`src/hdl/hrl_pkg.sv`:
```
// Shared types, constants and character tables of the request line decoder.
package hrl_pkg;

	localparam int MAX_PATH_LEN = 1024;
	localparam int LEN_W        = $clog2(MAX_PATH_LEN + 1);
	localparam int FIFO_DEPTH   = 4;
	localparam int FIFO_AW      = $clog2(FIFO_DEPTH);

	localparam logic [7:0] CH_SPACE = 8'h20;
	localparam logic [7:0] CH_PLUS  = 8'h2B;
	localparam logic [7:0] CH_PCT   = 8'h25;
	localparam logic [7:0] CH_QMARK = 8'h3F;
	localparam logic [7:0] CH_DOT   = 8'h2E;
	localparam logic [7:0] CH_SLASH = 8'h2F;
	localparam logic [7:0] CH_ZERO  = 8'h30;
	localparam logic [7:0] CH_ONE   = 8'h31;

	localparam logic KIND_BYTE    = 1'b0;
	localparam logic KIND_SUMMARY = 1'b1;

	typedef enum logic [1:0] {
		MC_GET   = 2'd0,
		MC_HEAD  = 2'd1,
		MC_OTHER = 2'd2,
		MC_BAD   = 2'd3
	} method_class_t;

	typedef struct packed {
		logic [1:0]       n_bytes;
		logic [2:0][7:0]  bytes;
		logic             summ;
		method_class_t    mc;
		logic             slash;
		logic [LEN_W-1:0] len;
		logic             ovf;
	} entry_t;

	function automatic logic [7:0] get_char(input logic [1:0] p);
		case (p)
			2'd0:    get_char = "G";
			2'd1:    get_char = "E";
			2'd2:    get_char = "T";
			default: get_char = 8'h00;
		endcase
	endfunction

	function automatic logic [7:0] head_char(input logic [1:0] p);
		case (p)
			2'd0:    head_char = "H";
			2'd1:    head_char = "E";
			2'd2:    head_char = "A";
			2'd3:    head_char = "D";
			default: head_char = 8'h00;
		endcase
	endfunction

	function automatic logic [7:0] proto_char(input logic [2:0] p);
		case (p)
			3'd0:    proto_char = "H";
			3'd1:    proto_char = "T";
			3'd2:    proto_char = "T";
			3'd3:    proto_char = "P";
			3'd4:    proto_char = "/";
			3'd5:    proto_char = "1";
			3'd6:    proto_char = ".";
			default: proto_char = 8'h00;
		endcase
	endfunction

endpackage

```
`src/hdl/hrl_if.sv`:
```
// Channel interfaces: raw request line characters in, decoded items out.
interface hrl_in_if;
	logic       valid;
	logic       ready;
	logic [7:0] in_byte;
	logic       end_of_line;

	modport source (output valid, output in_byte, output end_of_line, input ready);
	modport sink (input valid, input in_byte, input end_of_line, output ready);
	modport monitor (input valid, input in_byte, input end_of_line, input ready);
endinterface

interface hrl_out_if import hrl_pkg::*; ();
	logic             valid;
	logic             ready;
	logic             kind;
	logic [7:0]       out_byte;
	logic [1:0]       method_class;
	logic             ends_in_slash;
	logic [LEN_W-1:0] decoded_length;
	logic             length_overflow;
	logic             last;

	modport source (output valid, output kind, output out_byte, output method_class,
		output ends_in_slash, output decoded_length, output length_overflow,
		output last, input ready);
	modport sink (input valid, input kind, input out_byte, input method_class,
		input ends_in_slash, input decoded_length, input length_overflow,
		input last, output ready);
	modport monitor (input valid, input kind, input out_byte, input method_class,
		input ends_in_slash, input decoded_length, input length_overflow,
		input last, input ready);
endinterface

```
`src/hdl/hrl_front.sv`:
```
// Front end: tokenises the line, matches method and protocol, decodes the path.
module hrl_front import hrl_pkg::*; (
	input  logic   clk,
	input  logic   arst_n,
	hrl_in_if.sink chars,
	input  logic   full,
	output logic   push,
	output entry_t entry
);

	typedef enum logic [1:0] {
		PH_NONE = 2'd0,
		PH_PCT  = 2'd1,
		PH_DOT  = 2'd2
	} phase_t;

	function automatic logic is_hex(input logic [7:0] c);
		is_hex = (c >= "0" && c <= "9") || (c >= "a" && c <= "f") || (c >= "A" && c <= "F");
	endfunction

	function automatic logic [3:0] hex_val(input logic [7:0] c);
		hex_val = (c <= "9") ? c[3:0] : c[3:0] + 4'd9;
	endfunction

	logic [1:0]       tok_q;
	logic             in_tok_q;
	logic [3:0]       pos_q;
	logic [1:0]       mflags_q;
	logic [1:0]       pflags_q;
	phase_t           ph_q;
	logic             hc_q;
	logic [7:0]       hb_q;
	logic             query_q;
	logic             slash_q;
	logic [LEN_W-1:0] count_q;
	logic             ovf_q;

	logic [7:0]       c;
	logic             accept;
	logic             tok_char;
	logic             tend;
	logic [3:0]       p;
	logic [3:0]       pos_after;
	logic             in_tok_after;
	logic [1:0]       m_c;
	logic [1:0]       pf_c;
	logic             slash_c;

	logic             p0_emit;
	logic [7:0]       p0_byte;
	phase_t           p0_ph;
	logic             p0_q;
	logic [7:0]       dval;
	logic             dec_en;
	logic [1:0]       dec_n;
	logic [7:0]       d0;
	logic [7:0]       d1;
	logic [7:0]       d2;
	phase_t           ph_d;
	logic             hc_d;
	logic [7:0]       hb_d;
	logic             q_d;

	logic [1:0]       m_f;
	logic [1:0]       pf_f;
	logic [1:0]       tok_f;
	logic             in_tok_f;
	logic [3:0]       pos_f;
	phase_t           ph_f;
	logic             hc_f;
	logic [1:0]       fl_n;
	logic [7:0]       f0;
	logic [7:0]       f1;

	logic [7:0]       e0;
	logic [7:0]       e1;
	logic [7:0]       e2;
	logic [2:0]       n_raw;
	logic [1:0]       n_all;
	logic [LEN_W-1:0] room;
	logic             over;
	logic [1:0]       k;
	logic [LEN_W-1:0] count_f;
	logic             ovf_f;
	method_class_t    mc;

	assign c            = chars.in_byte;
	assign chars.ready  = !full;
	assign accept       = chars.valid && !full;
	assign tok_char     = (c != CH_SPACE);
	assign tend         = tok_char ? chars.end_of_line : in_tok_q;
	assign p            = in_tok_q ? pos_q : 4'd0;
	assign pos_after    = !tok_char ? pos_q : ((p == 4'hF) ? p : p + 4'd1);
	assign in_tok_after = tok_char || in_tok_q;

	always_comb begin
		m_c = mflags_q;
		pf_c = pflags_q;
		slash_c = slash_q;
		if (tok_char && tok_q == 2'd0) begin
			if (p >= 4'd3 || get_char(p[1:0]) != c) m_c[0] = 1'b0;
			if (p >= 4'd4 || head_char(p[1:0]) != c) m_c[1] = 1'b0;
		end
		if (tok_char && tok_q == 2'd1) begin
			slash_c = (c == CH_SLASH);
		end
		if (tok_char && tok_q == 2'd2) begin
			if (p < 4'd7) begin
				if (proto_char(p[2:0]) != c) pf_c = 2'b00;
			end else if (p == 4'd7) begin
				if (c != CH_ONE) pf_c[0] = 1'b0;
				if (c != CH_ZERO) pf_c[1] = 1'b0;
			end else begin
				pf_c = 2'b00;
			end
		end
	end

	// plain decode of a byte with no escape pending
	assign p0_emit = !(c == CH_PCT || c == CH_QMARK || c == CH_DOT);
	assign p0_byte = (c == CH_PLUS) ? CH_SPACE : c;
	assign p0_ph   = (c == CH_PCT) ? PH_PCT : ((c == CH_DOT) ? PH_DOT : PH_NONE);
	assign p0_q    = (c == CH_QMARK);
	assign dval    = {hex_val(hb_q), hex_val(c)};
	assign dec_en  = tok_char && tok_q == 2'd1 && !query_q;

	always_comb begin
		dec_n = 2'd0;
		d0 = 8'h00;
		d1 = 8'h00;
		d2 = 8'h00;
		ph_d = ph_q;
		hc_d = hc_q;
		hb_d = hb_q;
		q_d = query_q;
		if (dec_en) begin
			case (ph_q)
				PH_PCT: begin
					if (!hc_q) begin
						if (is_hex(c)) begin
							hb_d = c;
							hc_d = 1'b1;
						end else begin
							d0 = CH_PCT;
							d1 = p0_byte;
							dec_n = 2'd1 + {1'b0, p0_emit};
							ph_d = p0_ph;
							hc_d = 1'b0;
							q_d = query_q | p0_q;
						end
					end else if (is_hex(c)) begin
						hc_d = 1'b0;
						if (dval == CH_DOT) begin
							ph_d = PH_DOT;
						end else begin
							d0 = dval;
							dec_n = 2'd1;
							ph_d = PH_NONE;
						end
					end else begin
						d0 = CH_PCT;
						d1 = hb_q;
						d2 = p0_byte;
						dec_n = 2'd2 + {1'b0, p0_emit};
						ph_d = p0_ph;
						hc_d = 1'b0;
						q_d = query_q | p0_q;
					end
				end
				PH_DOT: begin
					if (!hc_q) begin
						if (c == CH_DOT) begin
							hb_d = c;
							hc_d = 1'b1;
						end else begin
							d0 = CH_DOT;
							d1 = p0_byte;
							dec_n = 2'd1 + {1'b0, p0_emit};
							ph_d = p0_ph;
							q_d = query_q | p0_q;
						end
					end else if (c == CH_SLASH) begin
						ph_d = PH_NONE;
						hc_d = 1'b0;
					end else if (c == CH_DOT) begin
						d0 = CH_DOT;
						dec_n = 2'd1;
					end else begin
						d0 = CH_DOT;
						d1 = CH_DOT;
						d2 = p0_byte;
						dec_n = 2'd2 + {1'b0, p0_emit};
						ph_d = p0_ph;
						hc_d = 1'b0;
						q_d = query_q | p0_q;
					end
				end
				default: begin
					d0 = p0_byte;
					dec_n = {1'b0, p0_emit};
					ph_d = p0_ph;
					hc_d = 1'b0;
					q_d = query_q | p0_q;
				end
			endcase
		end
	end

	always_comb begin
		m_f = m_c;
		pf_f = pf_c;
		tok_f = tok_q;
		ph_f = ph_d;
		hc_f = hc_d;
		fl_n = 2'd0;
		f0 = 8'h00;
		f1 = 8'h00;
		if (tend) begin
			case (tok_q)
				2'd0: begin
					if (pos_after != 4'd3) m_f[0] = 1'b0;
					if (pos_after != 4'd4) m_f[1] = 1'b0;
				end
				2'd1: begin
					case (ph_d)
						PH_PCT: begin
							f0 = CH_PCT;
							f1 = hb_d;
							fl_n = 2'd1 + {1'b0, hc_d};
						end
						PH_DOT: begin
							f0 = CH_DOT;
							f1 = CH_DOT;
							fl_n = 2'd1 + {1'b0, hc_d};
						end
						default: fl_n = 2'd0;
					endcase
					ph_f = PH_NONE;
					hc_f = 1'b0;
				end
				2'd2: begin
					if (pos_after != 4'd8) pf_f = 2'b00;
				end
				default: pf_f = pf_c;
			endcase
			if (tok_q != 2'd3) tok_f = tok_q + 2'd1;
		end
	end

	assign in_tok_f = tend ? 1'b0 : in_tok_after;
	assign pos_f    = tend ? 4'd0 : pos_after;

	assign e0 = (dec_n != 2'd0) ? d0 : f0;
	assign e1 = (dec_n >= 2'd2) ? d1 : ((dec_n == 2'd1) ? f0 : f1);
	assign e2 = (dec_n == 2'd3) ? d2 : ((dec_n == 2'd2) ? f0 : f1);

	assign n_raw   = {1'b0, dec_n} + {1'b0, fl_n};
	assign n_all   = (n_raw > 3'd3) ? 2'd3 : n_raw[1:0];
	assign room    = LEN_W'(MAX_PATH_LEN) - count_q;
	assign over    = {{(LEN_W-2){1'b0}}, n_all} > room;
	assign k       = over ? room[1:0] : n_all;
	assign count_f = count_q + {{(LEN_W-2){1'b0}}, k};
	assign ovf_f   = ovf_q | over;

	always_comb begin
		if (tok_f != 2'd3 || pf_f == 2'b00) begin
			mc = MC_BAD;
		end else if (m_f[0]) begin
			mc = MC_GET;
		end else if (m_f[1]) begin
			mc = MC_HEAD;
		end else begin
			mc = MC_OTHER;
		end
	end

	assign push          = accept && (k != 2'd0 || chars.end_of_line);
	assign entry.n_bytes = k;
	assign entry.bytes   = {e2, e1, e0};
	assign entry.summ    = chars.end_of_line;
	assign entry.mc      = mc;
	assign entry.slash   = slash_c;
	assign entry.len     = count_f;
	assign entry.ovf     = ovf_f;

	always_ff @(posedge clk or negedge arst_n) begin
		if (!arst_n) begin
			tok_q <= 2'd0;
			in_tok_q <= 1'b0;
			pos_q <= 4'd0;
			mflags_q <= 2'b11;
			pflags_q <= 2'b11;
			ph_q <= PH_NONE;
			hc_q <= 1'b0;
			query_q <= 1'b0;
			slash_q <= 1'b0;
			count_q <= '0;
			ovf_q <= 1'b0;
		end else if (accept) begin
			if (chars.end_of_line) begin
				tok_q <= 2'd0;
				in_tok_q <= 1'b0;
				pos_q <= 4'd0;
				mflags_q <= 2'b11;
				pflags_q <= 2'b11;
				ph_q <= PH_NONE;
				hc_q <= 1'b0;
				query_q <= 1'b0;
				slash_q <= 1'b0;
				count_q <= '0;
				ovf_q <= 1'b0;
			end else begin
				tok_q <= tok_f;
				in_tok_q <= in_tok_f;
				pos_q <= pos_f;
				mflags_q <= m_f;
				pflags_q <= pf_f;
				ph_q <= ph_f;
				hc_q <= hc_f;
				query_q <= q_d;
				slash_q <= slash_c;
				count_q <= count_f;
				ovf_q <= ovf_f;
			end
		end
	end

	always_ff @(posedge clk) begin
		if (accept) begin
			hb_q <= hb_d;
		end
	end

endmodule

```
`src/hdl/hrl_fifo.sv`:
```
// Entry queue between the front end and the output sequencer.
module hrl_fifo import hrl_pkg::*; (
	input  logic   clk,
	input  logic   arst_n,
	input  logic   push,
	input  entry_t wr_entry,
	output logic   full,
	output logic   head_valid,
	output entry_t head,
	input  logic   pop
);

	entry_t             mem_q [FIFO_DEPTH];
	logic [FIFO_AW-1:0] wptr_q;
	logic [FIFO_AW-1:0] rptr_q;
	logic [FIFO_AW:0]   count_q;

	assign full       = (count_q == (FIFO_AW+1)'(FIFO_DEPTH));
	assign head_valid = (count_q != '0);
	assign head       = mem_q[rptr_q];

	always_ff @(posedge clk or negedge arst_n) begin
		if (!arst_n) begin
			wptr_q <= '0;
			rptr_q <= '0;
			count_q <= '0;
		end else begin
			if (push) wptr_q <= wptr_q + 1'b1;
			if (pop) rptr_q <= rptr_q + 1'b1;
			if (push && !pop) begin
				count_q <= count_q + 1'b1;
			end else if (pop && !push) begin
				count_q <= count_q - 1'b1;
			end
		end
	end

	always_ff @(posedge clk) begin
		if (push) begin
			mem_q[wptr_q] <= wr_entry;
		end
	end

endmodule

```
`src/hdl/hrl_back.sv`:
```
// Back end: walks each queued entry and presents its items in the output register.
module hrl_back import hrl_pkg::*; (
	input  logic     clk,
	input  logic     arst_n,
	input  logic     head_valid,
	input  entry_t   head,
	output logic     pop,
	hrl_out_if.source items
);

	logic [1:0]       idx_q;
	logic             valid_q;
	logic             kind_q;
	logic [7:0]       byte_q;
	logic [1:0]       mc_q;
	logic             slash_q;
	logic [LEN_W-1:0] len_q;
	logic             ovf_q;
	logic             last_q;

	logic             load;
	logic             is_byte;
	logic             last_item;
	logic [2:0]       total;
	logic [7:0]       sel_byte;

	assign total     = {1'b0, head.n_bytes} + {2'b00, head.summ};
	assign load      = head_valid && (!valid_q || items.ready);
	assign is_byte   = (idx_q < head.n_bytes);
	assign last_item = (({1'b0, idx_q} + 3'd1) == total);
	assign pop       = load && last_item;

	always_comb begin
		case (idx_q)
			2'd0:    sel_byte = head.bytes[0];
			2'd1:    sel_byte = head.bytes[1];
			2'd2:    sel_byte = head.bytes[2];
			default: sel_byte = 8'h00;
		endcase
	end

	always_ff @(posedge clk or negedge arst_n) begin
		if (!arst_n) begin
			valid_q <= 1'b0;
			idx_q <= 2'd0;
		end else begin
			if (load) begin
				valid_q <= 1'b1;
				idx_q <= last_item ? 2'd0 : idx_q + 2'd1;
			end else if (items.ready) begin
				valid_q <= 1'b0;
			end
		end
	end

	always_ff @(posedge clk) begin
		if (load) begin
			if (is_byte) begin
				kind_q <= KIND_BYTE;
				byte_q <= sel_byte;
				mc_q <= MC_GET;
				slash_q <= 1'b0;
				len_q <= '0;
				ovf_q <= 1'b0;
				last_q <= 1'b0;
			end else begin
				kind_q <= KIND_SUMMARY;
				byte_q <= 8'h00;
				mc_q <= head.mc;
				slash_q <= head.slash;
				len_q <= head.len;
				ovf_q <= head.ovf;
				last_q <= 1'b1;
			end
		end
	end

	assign items.valid           = valid_q;
	assign items.kind            = kind_q;
	assign items.out_byte        = byte_q;
	assign items.method_class    = mc_q;
	assign items.ends_in_slash   = slash_q;
	assign items.decoded_length  = len_q;
	assign items.length_overflow = ovf_q;
	assign items.last            = last_q;

endmodule

```
`src/hdl/http_request_line_url_decoder.sv`:
```
// Top level of the request line parser with streaming path decode.
//
//   channel  modport  carries                                            per transfer
//   chars    sink     in_byte, end_of_line                               one raw character
//   items    source   kind, out_byte, method_class, ends_in_slash,       one path byte or
//                     decoded_length, length_overflow, last              one line summary
//
// One character is taken per cycle while the four-entry queue has room.
// A character that yields n items (at most four) holds the output register for each item
// in turn, so the sustained rate is one character per cycle when each yields at most one
// item and items.ready stays high. Items reach the output register through a queue entry.
// arst_n clears the parser, queue pointers and output valid; no clearing pass.
// A stalled items channel fills the queue, after which chars.ready drops.
module http_request_line_url_decoder import hrl_pkg::*; (
	input  logic      clk,
	input  logic      arst_n,
	hrl_in_if.sink    chars,
	hrl_out_if.source items
);

	logic   push;
	logic   full;
	logic   head_valid;
	logic   pop;
	entry_t wr_entry;
	entry_t head;

	hrl_front u_front (
		.clk    (clk),
		.arst_n (arst_n),
		.chars  (chars),
		.full   (full),
		.push   (push),
		.entry  (wr_entry)
	);

	hrl_fifo u_fifo (
		.clk        (clk),
		.arst_n     (arst_n),
		.push       (push),
		.wr_entry   (wr_entry),
		.full       (full),
		.head_valid (head_valid),
		.head       (head),
		.pop        (pop)
	);

	hrl_back u_back (
		.clk        (clk),
		.arst_n     (arst_n),
		.head_valid (head_valid),
		.head       (head),
		.pop        (pop),
		.items      (items)
	);

endmodule

```
`src/flat_wrapper.sv`:
```
// flat-port wrapper written by rule: the top's interface ports become plain ports
module http_request_line_url_decoder_flat import hrl_pkg::*;
  (clk, arst_n, chars_valid, chars_in_byte, chars_end_of_line, chars_ready, items_valid, items_kind, items_out_byte, items_method_class, items_ends_in_slash, items_decoded_length, items_length_overflow, items_last, items_ready);
  hrl_in_if chars_i ();
  hrl_out_if items_i ();
  input  logic clk;
  input  logic arst_n;
  input wire logic [$bits(chars_i.valid)-1:0] chars_valid;
  input wire logic [$bits(chars_i.in_byte)-1:0] chars_in_byte;
  input wire logic [$bits(chars_i.end_of_line)-1:0] chars_end_of_line;
  output wire logic [$bits(chars_i.ready)-1:0] chars_ready;
  output wire logic [$bits(items_i.valid)-1:0] items_valid;
  output wire logic [$bits(items_i.kind)-1:0] items_kind;
  output wire logic [$bits(items_i.out_byte)-1:0] items_out_byte;
  output wire logic [$bits(items_i.method_class)-1:0] items_method_class;
  output wire logic [$bits(items_i.ends_in_slash)-1:0] items_ends_in_slash;
  output wire logic [$bits(items_i.decoded_length)-1:0] items_decoded_length;
  output wire logic [$bits(items_i.length_overflow)-1:0] items_length_overflow;
  output wire logic [$bits(items_i.last)-1:0] items_last;
  input wire logic [$bits(items_i.ready)-1:0] items_ready;
  assign chars_i.valid = chars_valid;
  assign chars_i.in_byte = chars_in_byte;
  assign chars_i.end_of_line = chars_end_of_line;
  assign chars_ready = chars_i.ready;
  assign items_valid = items_i.valid;
  assign items_kind = items_i.kind;
  assign items_out_byte = items_i.out_byte;
  assign items_method_class = items_i.method_class;
  assign items_ends_in_slash = items_i.ends_in_slash;
  assign items_decoded_length = items_i.decoded_length;
  assign items_length_overflow = items_i.length_overflow;
  assign items_last = items_i.last;
  assign items_i.ready = items_ready;
  http_request_line_url_decoder u_core (.clk(clk), .arst_n(arst_n), .chars(chars_i), .items(items_i));
endmodule
```
`config.mk`:
```
export PLATFORM = sky130hd
export DESIGN_NAME = http_request_line_url_decoder_flat
export DESIGN_NICKNAME = d
export VERILOG_FILES = /design/src/hdl/hrl_pkg.sv /design/src/hdl/hrl_if.sv /design/src/hdl/hrl_front.sv /design/src/hdl/hrl_fifo.sv /design/src/hdl/hrl_back.sv /design/src/hdl/http_request_line_url_decoder.sv /design/src/flat_wrapper.sv
export SDC_FILE = /design/constraint.sdc
export NUM_CORES = 1
export LEC_CHECK = 0
export BUFFER_PORTS_ARGS = -buffer_cell sky130_fd_sc_hd__buf_2
export CAP_MARGIN = 20
export CORE_UTILIZATION = 30
export CTS_CLUSTER_SIZE = 28
export DETAILED_ROUTE_END_ITERATION = 10
export GPL_ROUTABILITY_DRIVEN = 1
export PLACE_DENSITY = 0.52
export SLEW_MARGIN = 20
export SYNTH_ARGS = -nofsm -noshare
export SYNTH_HDL_FRONTEND = slang
export SYNTH_SLANG_ARGS = --single-unit
```
`constraint.sdc`:
```
create_clock -name clk -period 15.6 [get_ports clk]
set_clock_uncertainty 0.05 [all_clocks]
set_input_delay 3.12 -clock clk [delete_from_list [all_inputs] [get_ports clk]]
set_output_delay 3.12 -clock clk [all_outputs]
set_load 0.01 [all_outputs]
```
==> flow_metrics.env <==
export IMPL_syn_nets=948
export IMPL_io_buffer_count=39
export IMPL_startpoint_type="input port"
export IMPL_cts_clk_slew_worst_paths_ns=0.06
export IMPL_synth_adder_area_share=0.04298
export IMPL_ys_seq_area_frac=0.5862
export IMPL_cts_buffers=27
export IMPL_p_leak_nw=4.746
export IMPL_cts_setup_buffers=0
export IMPL_grt_antenna_before_repair=0
export IMPL_clock_path_buffers=3
export IMPL_cts_root_buf="clkbuf_16"
export IMPL_tightest_slew_ns=1.013
export IMPL_rows=72
export IMPL_clk_latency_ns=0.53
export IMPL_synthArstFlopShare=0.1597
export IMPL_crit_family="compound AO/OA/AOI/OAI gates"
export IMPL_dp_hpwl_um=18070
export IMPL_drt_pass1_iterations=5
export IMPL_synth_compound_area_frac=0.1189
export IMPL_fin_crit_sh=0.6041
export IMPL_reg2reg_from="u_core.u_front.hb_q[0]"
export IMPL_ant_nets=0
export IMPL_finish_utilization=0.3452
export IMPL_grt_pass1_wl_um=44080
export IMPL_crit_fanout=15
export IMPL_setup_slack_ns=6.176
export IMPL_synth_top_family_by_area="compound AO/OA/AOI/OAI gates"
export IMPL_area_delta_synth_final_pct=12.84
export IMPL_final_max_slew_viol_count=0
export IMPL_hp_class="flop to flop"
export IMPL_rsz0062_at_grt="false"
export IMPL_mostFrequentLayoutCell="edfxtp_1"
export IMPL_yosysTopAreaCellShare=0.5057
export IMPL_syn_area_per_cell_sq_um=13.25
export IMPL_ctsResizeCount=0
export IMPL_crit_top_cell="ha_1"
export IMPL_hold_viol=0
export IMPL_setup_viol=0
export IMPL_start_util=0.3059
export IMPL_critPathCaptureType="flop"
export IMPL_vias_per_cell=5.129
export IMPL_pre_cts_slack_ns=5.699
export IMPL_cts_tree="done"
export IMPL_dieArea_sq_um=40390
export IMPL_synthMuxAreaShare=0.08955
export IMPL_fin_cells=1460
export IMPL_drt_total_wl_um=27760
export IMPL_regArea_sq_um=6964
export IMPL_drv_cap=0
export IMPL_crit_start="chars_in_byte[1]"
export IMPL_diodes=0
export IMPL_drive_gt1_frac=0.1783
export IMPL_grt_start_max_net_pins=43
export IMPL_yosysWarnings=0
export IMPL_route_detailed_drc=0
export IMPL_path_buf_inv=4
export IMPL_cp_slowest_stage_delay_ns=0.52
export IMPL_io_pin_count=40
export IMPL_tns_ns=0
export IMPL_globalplace_congestion=0.8426
export IMPL_cp_required_ns=16.02
export IMPL_grt_pass1_vias=7558
export IMPL_layout_common_cells="edfxtp_1, nand2_1, a21oi_1, mux4_2, nor2_1"
export IMPL_yosys_area_share_simple=0.1104
export IMPL_finalCriticalPeriod_ns=9.424
export IMPL_die_w_um=201.0
export IMPL_slew_headroom=0.3239
export IMPL_postSynthCellCount=896
export IMPL_htreeDepth=1
export IMPL_min_from="u_core.u_fifo.count_q[2]"
export IMPL_cts_hold_buf=0
export IMPL_wl_per_cell_um=19.01
export IMPL_vdd_drop_max_v=0.00006798
export IMPL_synth_cell_types=86
export IMPL_fillers=3805
export IMPL_clock_sinks=238
export IMPL_ys_ff_latch=238
export IMPL_grt_ovfl_total=0
export IMPL_synthTopCellsByArea="edfxtp_1, mux4_2, dfrtp_1, ha_1, a21oi_1"
export IMPL_cpMaxStageDelayCell="fa_1"
export IMPL_multi_input_area_sq_um=4559
export IMPL_synth_edf_count=200
export IMPL_powerDensity_nw_per_um2=167.8
export IMPL_max_freq_ghz=0.1061
export IMPL_nets=975
export IMPL_synthXorXnorAreaFrac=0.02065
export IMPL_cp_arrival_ns=9.84
export IMPL_worstSetupPathType="input port to flop"
export IMPL_grt_usage=0.1374
export IMPL_core_sq_um=38830
export IMPL_status="finished clean"
export IMPL_dieHeight_um=201.0
export IMPL_drtIter0Drc=561
export IMPL_vias=7489
export IMPL_yosysTopAreaCell="edfxtp_1"
export IMPL_placedCellCount=1412
export IMPL_syn_area_sq_um=11880
export IMPL_synth_ff_type="edfxtp_1"
## state kept, by name, summed over array words and instances, names as in the netlist
register and flops:
u_core.u_front.mflags_q 2, u_core.u_front.hc_q 1, u_core.u_back.items.method_class 2, u_core.u_front.ph_q 2, u_core.u_fifo.rptr_q 2, u_core.u_fifo.wptr_q 2, u_core.u_front.hb_q 8, u_core.u_front.query_q 1
u_core.u_back.idx_q 2, u_core.u_front.count_q 11, u_core.u_front.ovf_q 1, u_core.u_back.items.valid 1, u_core.u_back.items.decoded_length 11, u_core.u_fifo.mem_q 168, u_core.u_front.pos_q 4, u_core.u_front.tok_q 2
u_core.u_back.items.out_byte 8, u_core.u_front.in_tok_q 1, u_core.u_front.slash_q 1, u_core.u_back.items.last 1, u_core.u_front.pflags_q 2, u_core.u_fifo.count_q 3, u_core.u_back.items.ends_in_slash 1, u_core.u_back.items.length_overflow 1
## metrics by stage
stage	instance area [sq um]	hold slack, ns	total power, mW
global route	13400	0.4854	2.387
finish	13400	0.4608	2.249
detailed placement	12580	0.4492	1.690
global placement	12580	0.4315	1.681
floorplan	11880	0.4136	1.463
CTS	13400	0.4606	2.283
## layout make-up
type	instances	share of cell area
Tap cell	518	0.04836
Inverter	35	0.009803
Sequential cell	238	0.5197
Timing Repair Buffer	50	0.02073
Clock buffer	33	0.05359
Multi-Input combinational cell	571	0.3402
Clock inverter	15	0.007656
## Yosys cell counts (12+ instances only)
master and number:
ha_1 36, nor3_1 18, nor2_1 42, dfrtp_1 34, clkbuf_1 35, inv_1 33
a21oi_1 50, xnor2_1 16, o21ai_0 33, nand3_1 21, xor2_1 12, nor2b_1 23
edfxtp_1 200, mux4_2 42, a22o_1 20, nand2_1 66, and3_1 18
## per-layer routing
layer	GRT usage	routed length, um
met5	0	0
met1	0.2038	13600
met3	0.01623	1289
met2	0.2143	12450
met4	0.03053	426
## path summary, 6_finish.rpt
kind	endpoint	slack, ns	cells after the start
worst max-delay path	u_core.u_front.count_q[10]	6.18	28
worst min-delay path	u_core.u_fifo.count_q[2]	0.46	1
worst max register to register	u_core.u_front.count_q[10]	8.69	27
worst min register to register	u_core.u_fifo.count_q[2]	0.46	1
max in group asynchronous	u_core.u_fifo.rptr_q[1]	12.15	1
min in group asynchronous	u_core.u_fifo.count_q[2]	2.70	1
## worst register-to-register path, stage by stage, from the launching register on
cell and delay [ns]:
edfxtp_1 0.53, inv_1 0.16, ha_1 0.15, o21bai_1 0.08, a211oi_2 0.41, a2bb2oi_1 0.38, o2111ai_1 0.34, nand3b_1 0.19
a221o_1 0.21, inv_1 0.07, ha_1 0.29, or3_1 0.43, nor2_1 0.12, ha_1 0.15, inv_1 0.04, fa_1 0.52
nand2_1 0.07, ha_1 0.29, a21oi_1 0.06, a21oi_1 0.16, o2111ai_2 0.25, a21oi_1 0.40, ha_1 0.28, fa_1 0.26
and3_1 0.26, and3_1 0.20, xor2_1 0.32, a22o_1 0.18
## logic make-up (layout without fill, tap and decap cells)
logic type	Yosys count	count (layout)
buf+inv	87	133
flops	238	238
fa+ha+maj	39	39
simple gates	249	249
mux	53	53
compound gates	202	202
xor+xnor	28	28
## where the power goes
group	leakage, nW	internal [mW]	switching (mW)	total, mW
clock	0.394	0.341	0.245	0.586
sequential	2.38	0.874	0.0786	0.953
combinational	1.98	0.297	0.413	0.710
total	4.75	1.51	0.737	2.25
Note: power is estimated with default switching activity, not from simulation.
